<file path="config.mk">
export PLATFORM = sky130hd
export DESIGN_NAME = spi_channel_immediate_transfer_core
export DESIGN_NICKNAME = d
export VERILOG_FILES = /design/src/rtl/scit_pkg.sv /design/src/rtl/scit_engine.sv /design/src/rtl/spi_channel_immediate_transfer_core.sv
export SDC_FILE = /design/constraint.sdc
export NUM_CORES = 1
export LEC_CHECK = 0
export CORE_MARGIN = 3
export CORE_UTILIZATION = 26
export DETAILED_ROUTE_END_ITERATION = 6
export DONT_BUFFER_PORTS = 1
export HOLD_SLACK_MARGIN = 0.02
export SLEW_MARGIN = 20
export SYNTH_ARGS = -nofsm -noshare
export SYNTH_HDL_FRONTEND = slang
export SYNTH_SLANG_ARGS = --single-unit
export TNS_END_PERCENT = 10
</file>
<file path="constraint.sdc">
create_clock -name clk -period 4.9 [get_ports clk]
set_input_delay 0.245 -clock clk [delete_from_list [all_inputs] [get_ports clk]]
set_output_delay 0.245 -clock clk [all_outputs]
set_load 0.01 [all_outputs]
</file>
<file path="src/rtl/scit_pkg.sv">
// ----------------------------------------------------------------------------
// SPI channel package
// Word types, register codes and field positions of the SPI channel core.
// ----------------------------------------------------------------------------
package scit_pkg;

    localparam int FASTEST_HALF_PERIOD = 1;
    localparam int NUM_SELECTS         = 3;

    localparam logic [2:0] CS_MASK = 3'(((1 << NUM_SELECTS) - 1) & 7);

    localparam logic [1:0] OP_TICK  = 2'd0;
    localparam logic [1:0] OP_READ  = 2'd1;
    localparam logic [1:0] OP_WRITE = 2'd2;

    localparam logic [2:0] SEL_STATUS   = 3'd0;
    localparam logic [2:0] SEL_DMA_ADDR = 3'd1;
    localparam logic [2:0] SEL_DMA_LEN  = 3'd2;
    localparam logic [2:0] SEL_CONTROL  = 3'd3;
    localparam logic [2:0] SEL_DATA     = 3'd4;

    localparam logic [1:0] XFER_RX = 2'd0;
    localparam logic [1:0] XFER_TX = 2'd1;

    localparam int ST_DEVMASK = 0;
    localparam int ST_DEVINT  = 1;
    localparam int ST_TCMASK  = 2;
    localparam int ST_TCINT   = 3;
    localparam int ST_CLKPOS  = 4;
    localparam int ST_CSPOS   = 7;
    localparam int ST_EXTMASK = 10;
    localparam int ST_EXTINT  = 11;
    localparam int ST_PRESENT = 12;
    localparam int ST_ROMDIS  = 13;

    localparam logic [13:0] ST_KEEP  = 14'h0475;
    localparam logic [13:0] ST_FLAGS = 14'h080a;

    localparam logic [5:0] CT_WRITE_MASK = 6'h3d;

    typedef struct packed {
        logic [1:0]  op;
        logic [2:0]  reg_sel;
        logic [31:0] write_data;
        logic        miso;
        logic        ext_present;
        logic        device_int;
    } item_t;

    typedef struct packed {
        logic [31:0] read_data;
        logic        sclk;
        logic        mosi;
        logic [2:0]  chip_selects;
        logic        irq;
        logic        busy_res;
    } result_t;

    function automatic logic [7:0] half_reload(input logic [2:0] sel);
        logic [2:0] s;
        logic [8:0] full;
        s    = (sel > 3'd6) ? 3'd6 : sel;
        full = 9'(FASTEST_HALF_PERIOD) << (3'd6 - s);
        return 8'(full - 9'd1);
    endfunction

endpackage

</file>
<file path="src/rtl/scit_engine.sv">
// ----------------------------------------------------------------------------
// SPI channel engine
// Register file, clock divider and shifter; next state for one word.
// ----------------------------------------------------------------------------
module scit_engine
(
    input  logic               clk,
    input  logic               rst_n,
    input  logic               advance,
    input  scit_pkg::item_t    item,
    output scit_pkg::result_t  result_next
);

    logic [13:0] status_reg,   status_next;
    logic [5:0]  control_reg,  control_next;
    logic [31:0] data_reg,     data_next;
    logic [31:0] dma_addr_reg, dma_addr_next;
    logic [31:0] dma_len_reg,  dma_len_next;
    logic [5:0]  bits_reg,     bits_next;
    logic [7:0]  div_reg,      div_next;
    logic        level_reg,    level_next;
    logic        presence_reg, presence_next;

    logic [31:0] rd;
    logic [7:0]  reload;
    logic [4:0]  pos_cur;
    logic [4:0]  pos_next;

    function automatic logic [4:0] cur_pos(input logic [5:0] ctl, input logic [5:0] left);
        logic [5:0] total;
        logic [4:0] done;
        total = (6'(ctl[5:4]) + 6'd1) << 3;
        done  = 5'(total - left);
        return 5'd31 - done;
    endfunction

    always_comb
    begin
        status_next   = status_reg;
        control_next  = control_reg;
        data_next     = data_reg;
        dma_addr_next = dma_addr_reg;
        dma_len_next  = dma_len_reg;
        bits_next     = bits_reg;
        div_next      = div_reg;
        level_next    = level_reg;
        presence_next = item.ext_present;
        rd            = '0;

        if (item.ext_present != presence_reg)
            status_next[scit_pkg::ST_EXTINT] = 1'b1;
        status_next[scit_pkg::ST_PRESENT] = item.ext_present;
        if (item.device_int)
            status_next[scit_pkg::ST_DEVINT] = 1'b1;

        reload  = scit_pkg::half_reload(status_next[scit_pkg::ST_CLKPOS +: 3]);
        pos_cur = cur_pos(control_reg, bits_reg);

        case (item.op)
            scit_pkg::OP_TICK:
            begin
                if (control_reg[0])
                begin
                    if (div_reg != 8'd0)
                        div_next = div_reg - 8'd1;
                    else
                    begin
                        div_next = reload;
                        if (!level_reg)
                        begin
                            level_next = 1'b1;
                            if (control_reg[3:2] != scit_pkg::XFER_TX)
                                data_next[pos_cur] = item.miso;
                        end
                        else
                        begin
                            level_next = 1'b0;
                            if (bits_reg != 6'd0)
                                bits_next = bits_reg - 6'd1;
                            if (bits_next == 6'd0)
                            begin
                                control_next[0] = 1'b0;
                                status_next[scit_pkg::ST_TCINT] = 1'b1;
                            end
                        end
                    end
                end
            end
            scit_pkg::OP_READ:
            begin
                case (item.reg_sel)
                    scit_pkg::SEL_STATUS:   rd = 32'(status_next);
                    scit_pkg::SEL_DMA_ADDR: rd = dma_addr_reg;
                    scit_pkg::SEL_DMA_LEN:  rd = dma_len_reg;
                    scit_pkg::SEL_CONTROL:  rd = 32'(control_reg);
                    scit_pkg::SEL_DATA:     rd = data_reg;
                    default:                rd = '0;
                endcase
            end
            scit_pkg::OP_WRITE:
            begin
                case (item.reg_sel)
                    scit_pkg::SEL_STATUS:
                    begin
                        status_next = (status_next & scit_pkg::ST_FLAGS & ~item.write_data[13:0])
                            | (item.write_data[13:0] & scit_pkg::ST_KEEP)
                            | (item.write_data[13:0]
                               & (14'(scit_pkg::CS_MASK) << scit_pkg::ST_CSPOS))
                            | (status_next & 14'(1 << scit_pkg::ST_PRESENT));
                        status_next[scit_pkg::ST_ROMDIS] = status_reg[scit_pkg::ST_ROMDIS]
                            | item.write_data[scit_pkg::ST_ROMDIS];
                    end
                    scit_pkg::SEL_DMA_ADDR: dma_addr_next = item.write_data;
                    scit_pkg::SEL_DMA_LEN:  dma_len_next  = item.write_data;
                    scit_pkg::SEL_CONTROL:
                    begin
                        if (!control_reg[0])
                        begin
                            control_next = item.write_data[5:0] & scit_pkg::CT_WRITE_MASK;
                            if (control_next[0])
                            begin
                                bits_next  = (6'(control_next[5:4]) + 6'd1) << 3;
                                div_next   = reload;
                                level_next = 1'b0;
                            end
                        end
                    end
                    scit_pkg::SEL_DATA:
                    begin
                        if (!control_reg[0])
                            data_next = item.write_data;
                    end
                    default:
                    begin
                    end
                endcase
            end
            default:
            begin
            end
        endcase

        pos_next = cur_pos(control_next, bits_next);

        result_next.read_data    = rd;
        result_next.busy_res     = control_next[0];
        result_next.sclk         = control_next[0] & level_next;
        result_next.mosi         = control_next[0] && (control_next[3:2] != scit_pkg::XFER_RX)
                                   && data_next[pos_next];
        result_next.chip_selects = status_next[scit_pkg::ST_CSPOS +: 3];
        result_next.irq =
            (status_next[scit_pkg::ST_DEVINT] & status_next[scit_pkg::ST_DEVMASK])
            | (status_next[scit_pkg::ST_TCINT] & status_next[scit_pkg::ST_TCMASK])
            | (status_next[scit_pkg::ST_EXTINT] & status_next[scit_pkg::ST_EXTMASK]);
    end

    always_ff @(posedge clk or negedge rst_n)
    begin
        if (!rst_n)
        begin
            status_reg   <= '0;
            control_reg  <= '0;
            data_reg     <= '0;
            dma_addr_reg <= '0;
            dma_len_reg  <= '0;
            bits_reg     <= '0;
            div_reg      <= '0;
            level_reg    <= 1'b0;
            presence_reg <= 1'b0;
        end
        else if (advance)
        begin
            status_reg   <= status_next;
            control_reg  <= control_next;
            data_reg     <= data_next;
            dma_addr_reg <= dma_addr_next;
            dma_len_reg  <= dma_len_next;
            bits_reg     <= bits_next;
            div_reg      <= div_next;
            level_reg    <= level_next;
            presence_reg <= presence_next;
        end
    end

endmodule

</file>
<file path="src/rtl/spi_channel_immediate_transfer_core.sv">
// ----------------------------------------------------------------------------
// SPI channel immediate transfer core
// One SPI channel behind five registers, driven by tick/read/write words.
//
//   channel  direction  handshake                   word
//   item     in         item_valid / item_ready     scit_pkg::item_t
//   result   out        result_valid / result_ready scit_pkg::result_t
//
// One word per cycle sustained while the result is not stalled; a word passes
// the input register and then the result register. The engine updates all
// channel state in the cycle a word leaves the input register. Reset clears
// the channel state and both valid flags. A stalled result holds the result
// register; the input register keeps taking words until it is full.
// ----------------------------------------------------------------------------
module spi_channel_immediate_transfer_core
(
    input  logic               clk,
    input  logic               rst_n,
    input  logic               item_valid,
    output logic               item_ready,
    input  scit_pkg::item_t    item,
    output logic               result_valid,
    input  logic               result_ready,
    output scit_pkg::result_t  result
);

    scit_pkg::item_t   item_reg;
    logic              item_valid_reg, item_valid_next;
    scit_pkg::result_t result_reg;
    scit_pkg::result_t result_next;
    logic              result_valid_reg, result_valid_next;
    logic              advance;
    logic              take;

    assign advance    = item_valid_reg && (!result_valid_reg || result_ready);
    assign item_ready = !item_valid_reg || advance;
    assign take       = item_valid && item_ready;

    always_comb
    begin
        item_valid_next   = take ? 1'b1 : (advance ? 1'b0 : item_valid_reg);
        result_valid_next = advance ? 1'b1 : (result_ready ? 1'b0 : result_valid_reg);
    end

    scit_engine u_engine
    (
        .clk         (clk),
        .rst_n       (rst_n),
        .advance     (advance),
        .item        (item_reg),
        .result_next (result_next)
    );

    always_ff @(posedge clk or negedge rst_n)
    begin
        if (!rst_n)
        begin
            item_valid_reg   <= 1'b0;
            result_valid_reg <= 1'b0;
        end
        else
        begin
            item_valid_reg   <= item_valid_next;
            result_valid_reg <= result_valid_next;
        end
    end

    always_ff @(posedge clk)
    begin
        if (take)
            item_reg <= item;
        if (advance)
            result_reg <= result_next;
    end

    assign result_valid = result_valid_reg;
    assign result       = result_reg;

endmodule

</file>
# == After elaboration in Yosys (flattened, before gate mapping) ==
# Index checks and enable logic that the tools add are counted.
# totals
elab_cells,147
input_bits,44
register_bits,211
output_inout_bits,41
# classes
shifts,1
reduce_logical,22
magnitude_cmp,4
n_eq_ne,12
addsub,11
muxes,61
bitwise_logic,12
# ops
cell,count
two-way mux 32 bit,6
case mux 32 bit (5 select lines),1
two-way mux 6 bit,13
case mux 32 bit (2 select lines),1
two-way mux 8 bit,6
bitwise mux 32 bit,1
two-way mux 1 bit,22
case mux 8 bit (2 select lines),1
subtractor 8 x 1 -> 8 bit (second input constant),2
AND 12 bit,1
< comparator 5 x 6 -> 1 bit (second input constant),2
two-way mux 12 bit,1
inverter 12 bit,1
bitwise OR 12 x 1 -> 12 bit (second input constant),1
bitwise OR 12 x 10 -> 12 bit,1
bitwise OR 12 x 11 -> 12 bit,1
case mux 6 bit (2 select lines),1
subtractor 5 bit,2
subtractor 5 bit (first input constant),2
AND reduction 3 bit,3
nonzero test 2 bit,4
nonzero test 8 bit,1
left shift 1 x 3 -> 8 bit (first input constant),1
== test 3 x 2 -> 1 bit (second input constant),2
other kinds (28),46

# == Longest topological paths before layout ==
# depth
depth_word,16
mapped_depth,18
depth_no_buf,16

# == Modules after synthesis ==
# Synthesis repeated with hierarchy kept, for this count alone.
# unflattened
cells_unflattened,1109
area_unflattened_um2,11374.7
# by_module_without_submodules
module,area_per_inst_um2,instances,cells_each,seq_area_each_um2
scit_engine,8898.5,1,1022,3253.1
spi_channel_immediate_transfer_core,2476.1,1,87,2422.3

# == Worst setup path after synthesis ==
# OpenSTA, ideal clock, no wires.
# synth_path
path_type,register to register
startpoint,reg u_engine.bits_reg[0]
endpoint,"reg result_reg, in the netlist result[5] (data pin)"
stages_incl_launch_ff,19
setup_time_ns,0.273
period_less_slack_ns,3.856
n_path_buf,4
slack_ns,1.044
t_required_ns,4.627
arrival_time_ns,3.583
cell_sequence,dfrtp_1 -> buf_4 -> inv_1 -> ha_1 -> or4b_1 -> or2_0 -> clkbuf_1 -> a31o_2 -> o21ai_4 -> inv_2 -> buf_4 -> ha_1 -> xnor2_2 -> buf_6 -> nor2_2 -> a221o_1 -> a2111o_1 -> nand4_1 -> o41ai_2
# synth_lines
item,line_no,source
start: declaration,scit_engine.sv:19,"logic [5:0] bits_reg, bits_next;"
start signal: assignment,scit_engine.sv:178,bits_reg <= bits_next;
end signal: assignment,spi_channel_immediate_transfer_core.sv:73,result_reg <= result_next;
end: declaration,spi_channel_immediate_transfer_core.sv:29,scit_pkg::result_t result_reg;

==> impl_results.md <==
* Reg power frac at 0.429
* Router iterations before antenna repair at 6
* Combinational Power Share at 0.256
* Synth-to-Final Area Change at 16.9%
* Port buffer count at 0
* Fraction of registers with async set/reset at 0.626
* # clock sinks at ~210
* Most frequent cells in the layout: nand2_1 (143), dfrtp_1 (132), nor2_1 (114)
* GPL Wtd Cong at 0.933
* Power, Total at 0.00585 W
* Row count at 75
* Final count of hold timing violations at 0
* Hpwl dp at 24.7 mm
* Crit path DAT at 4.52 ns
* Synth warn at 0
* CTS tree: done
* Die Wd at 214 um
* Mapped Cells at 1111
* Final Core Density at 0.311
* Drt initial violations at 715
* Slew @ Worst Pin at 1.05 ns
* Min Tclk post-route at 4.26 ns
* Die footprint at 45900 um2
* Via count of the first global-routing pass at 9033
* Die Ht at roughly 210 um
* Root Driver: clkbuf_16
* PD cells at 444 nW/um2
* Drt drc at 0
* Routed wire length at 35.7 mm
* HP Class: in2reg
* Layout Nets at 1189
* Mapped Nets at 1166
* Mean Syn Cell Area at 10.1 um2
* Non-Filler Instances at approximately 1700
* Clock buffers created by TritonCTS at 24
* Gr usage total at 0.152
* Critical Path RT at 5.16 ns
* Outcome: finished clean
* Initial Util at 0.266
* Synth top area share at 0.293
* Most common cell after layout, fill and taps aside: nand2_1
* Number of flops mapped to enable cells by yosys at 79
* Detail Route Antenna Nets at 0
* Clock Skew at 0.00924 ns
* H-tree depth at 1
* Via-to-Cell Ratio at 5.18
* Static Leakage at 5.14 nW
* First-pass GRT wire length at 55.6 mm
* Cell Int Power at 0.00388 W
* Max reg flops at 40
* Place WS at just under 0.7 ns
* Clock tree buffer depth at 3
* Hold_buf cts at 45
* Post-CTS Setup Repair Bufs at 0
* Post-route setup slack at 0.644 ns
* Initial antenna violation count at 0
* Total gr overflow at 0
* I/O pin count at 85
* Kind of critical path: reg2reg
* Synth area leader: dfrtp_1
* Clock Latency Late Sink at 0.53 ns
* Vias at 8962
* Diode count at 0
* MaxCap Viol Count at 0
* Clk slew on worst S/H paths at approximately 0.06 ns
* Fin. max-slew vios at 0
* Clk pwr share at 0.315
* Setup_tns at 0 ns
* Synth top area cells: dfrtp_1 (29%), edfxtp_1 (21%), mux2_2 (7.7%)
* VDD IR max at 0.000224 V
* Per-cell routed wire length at 20.7 um
* Filler cell count at 4415
* CORE AREA at roughly 42000 um2
* # resized after CTS at 0
* Top FF cell, synth: dfrtp_1
* Psw at 0.00197 W
* Setup-failing EPs final at 0
* Dpl cells at between 1500 and 2000
* CP max FO at 18
* Mapped Area at 11300 um2
* Fraction of layout cells with a size suffix above 1 at 0.148
* RSZ-0062 raised after global routing: no
* Switch share at 0.336
* #FFs+latches synth at 211
* Setup crit start kind: register
* Largest net degree at the start of global routing at 133
* Maximum clock frequency at 235 MHz
* Netlist cell types at 87
* CP endpoint kind: register
* Slew headroom at 0.300
* Period utilization at 0.869
* Seq/Total Area, Yosys at 0.503
power groups by stage:
stage | registers, W | clock network [W] | logic (W)
after floorplan | 0.00240 | 0 | 0.00111
after global placement | 0.00253 | 0 | 0.00141
after detailed placement | 0.00254 | 0 | 0.00142
after CTS | 0.00251 | 0.00189 | 0.00148
after global routing | 0.00255 | 0.00197 | 0.00164
final | 0.00251 | 0.00184 | 0.00150
kinds of logic (layout without fill, tap and decap cells):
kind of cell | count (synthesis) | in the layout | synth area share
AO/OA/AOI/OAI | 287 | 287 | 0.175
XOR/XNOR | 18 | 18 | 0.0165
adder cells (fa/ha/maj) | 11 | 11 | 0.0122
buffers and inverters | 95 | 136 | 0.0360
flip-flops | 211 | 211 | 0.503
multiplexers | 92 | 92 | 0.0907
AND/OR/NAND/NOR | 397 | 397 | 0.166
worst max-delay path, stage by stage (launching register included):
cell	delay, ns
dfrtp_1	0.40
inv_1	0.07
ha_1	0.22
or4b_1	0.44
buf_4	0.20
nor3_2	0.34
nand3_1	0.22
o21ai_0	0.29
inv_1	0.10
ha_1	0.65
nor2_1	0.15
a22o_1	0.24
a2111oi_0	0.52
o41ai_2	0.14
per-stage QoR:
stage          hold slack, ns  instance area [um2]
2_1_floorplan         -0.0506                11300
3_3_place_gp          -0.0409                11900
3_5_place_dp          -0.0408                11900
4_1_cts                 0.316                13200
5_1_grt                 0.304                13200
6_report                0.274                13200
metal layers:
metal	vias up	global-route usage	share of wire
met5	-	0	0
met4	0	0.0444	0.024
met3	50	0.0177	0.044
met2	262	0.258	0.48
met1	4470	0.203	0.45
li1	4180	-	-
synthesized netlist by cell type (8+ instances only):
library cell	instances
clkbuf_1	61
ha_1	11
nor2b_1	14
xnor2_1	8
nand2b_1	9
a22oi_1	48
nor4_1	8
dfrtp_1	132
nor3_1	28
a22o_1	8
inv_1	17
mux2i_1	13
nor2_1	114
o22ai_1	19
a21oi_1	58
nand2_1	144
edfxtp_1	79
o21ai_0	49
mux2_2	77
o211ai_1	11
a211oi_1	10
o31ai_1	8
nand3_1	29
layout make-up:
| cell class | instances | area [um2] | share of cell area |
|---|---|---|---|
| well taps | 577 | 722 | 0.0548 |
| flip-flops and latches | 211 | 5680 | 0.431 |
| inverters | 19 | 71.3 | 0.00541 |
| clock buffers | 38 | 788 | 0.0598 |
| multi-input cells | 805 | 5210 | 0.395 |
| repair buffers | 73 | 678 | 0.0515 |
| clock inverters | 6 | 38.8 | 0.00294 |
path summary, 6_finish.rpt:
| check | start | end | slack, ns | cells after the start |
|---|---|---|---|---|
| worst max-delay path | u_engine.div_reg[0] | result[5] | 0.64 | 13 |
| worst min-delay path | item_valid | item_reg[13] | 0.27 | 1 |
| worst max register to register | u_engine.div_reg[0] | result[5] | 0.64 | 13 |
| worst min register to register | u_engine.status_reg[13] | u_engine.status_reg[13] | 0.46 | 1 |
| max in group asynchronous | rst_n | u_engine.dma_addr_reg[3] | 4.00 | 2 |
| min in group asynchronous | rst_n | u_engine.dma_addr_reg[21] | 0.33 | 2 |
Power figures use the tool's default switching activity.
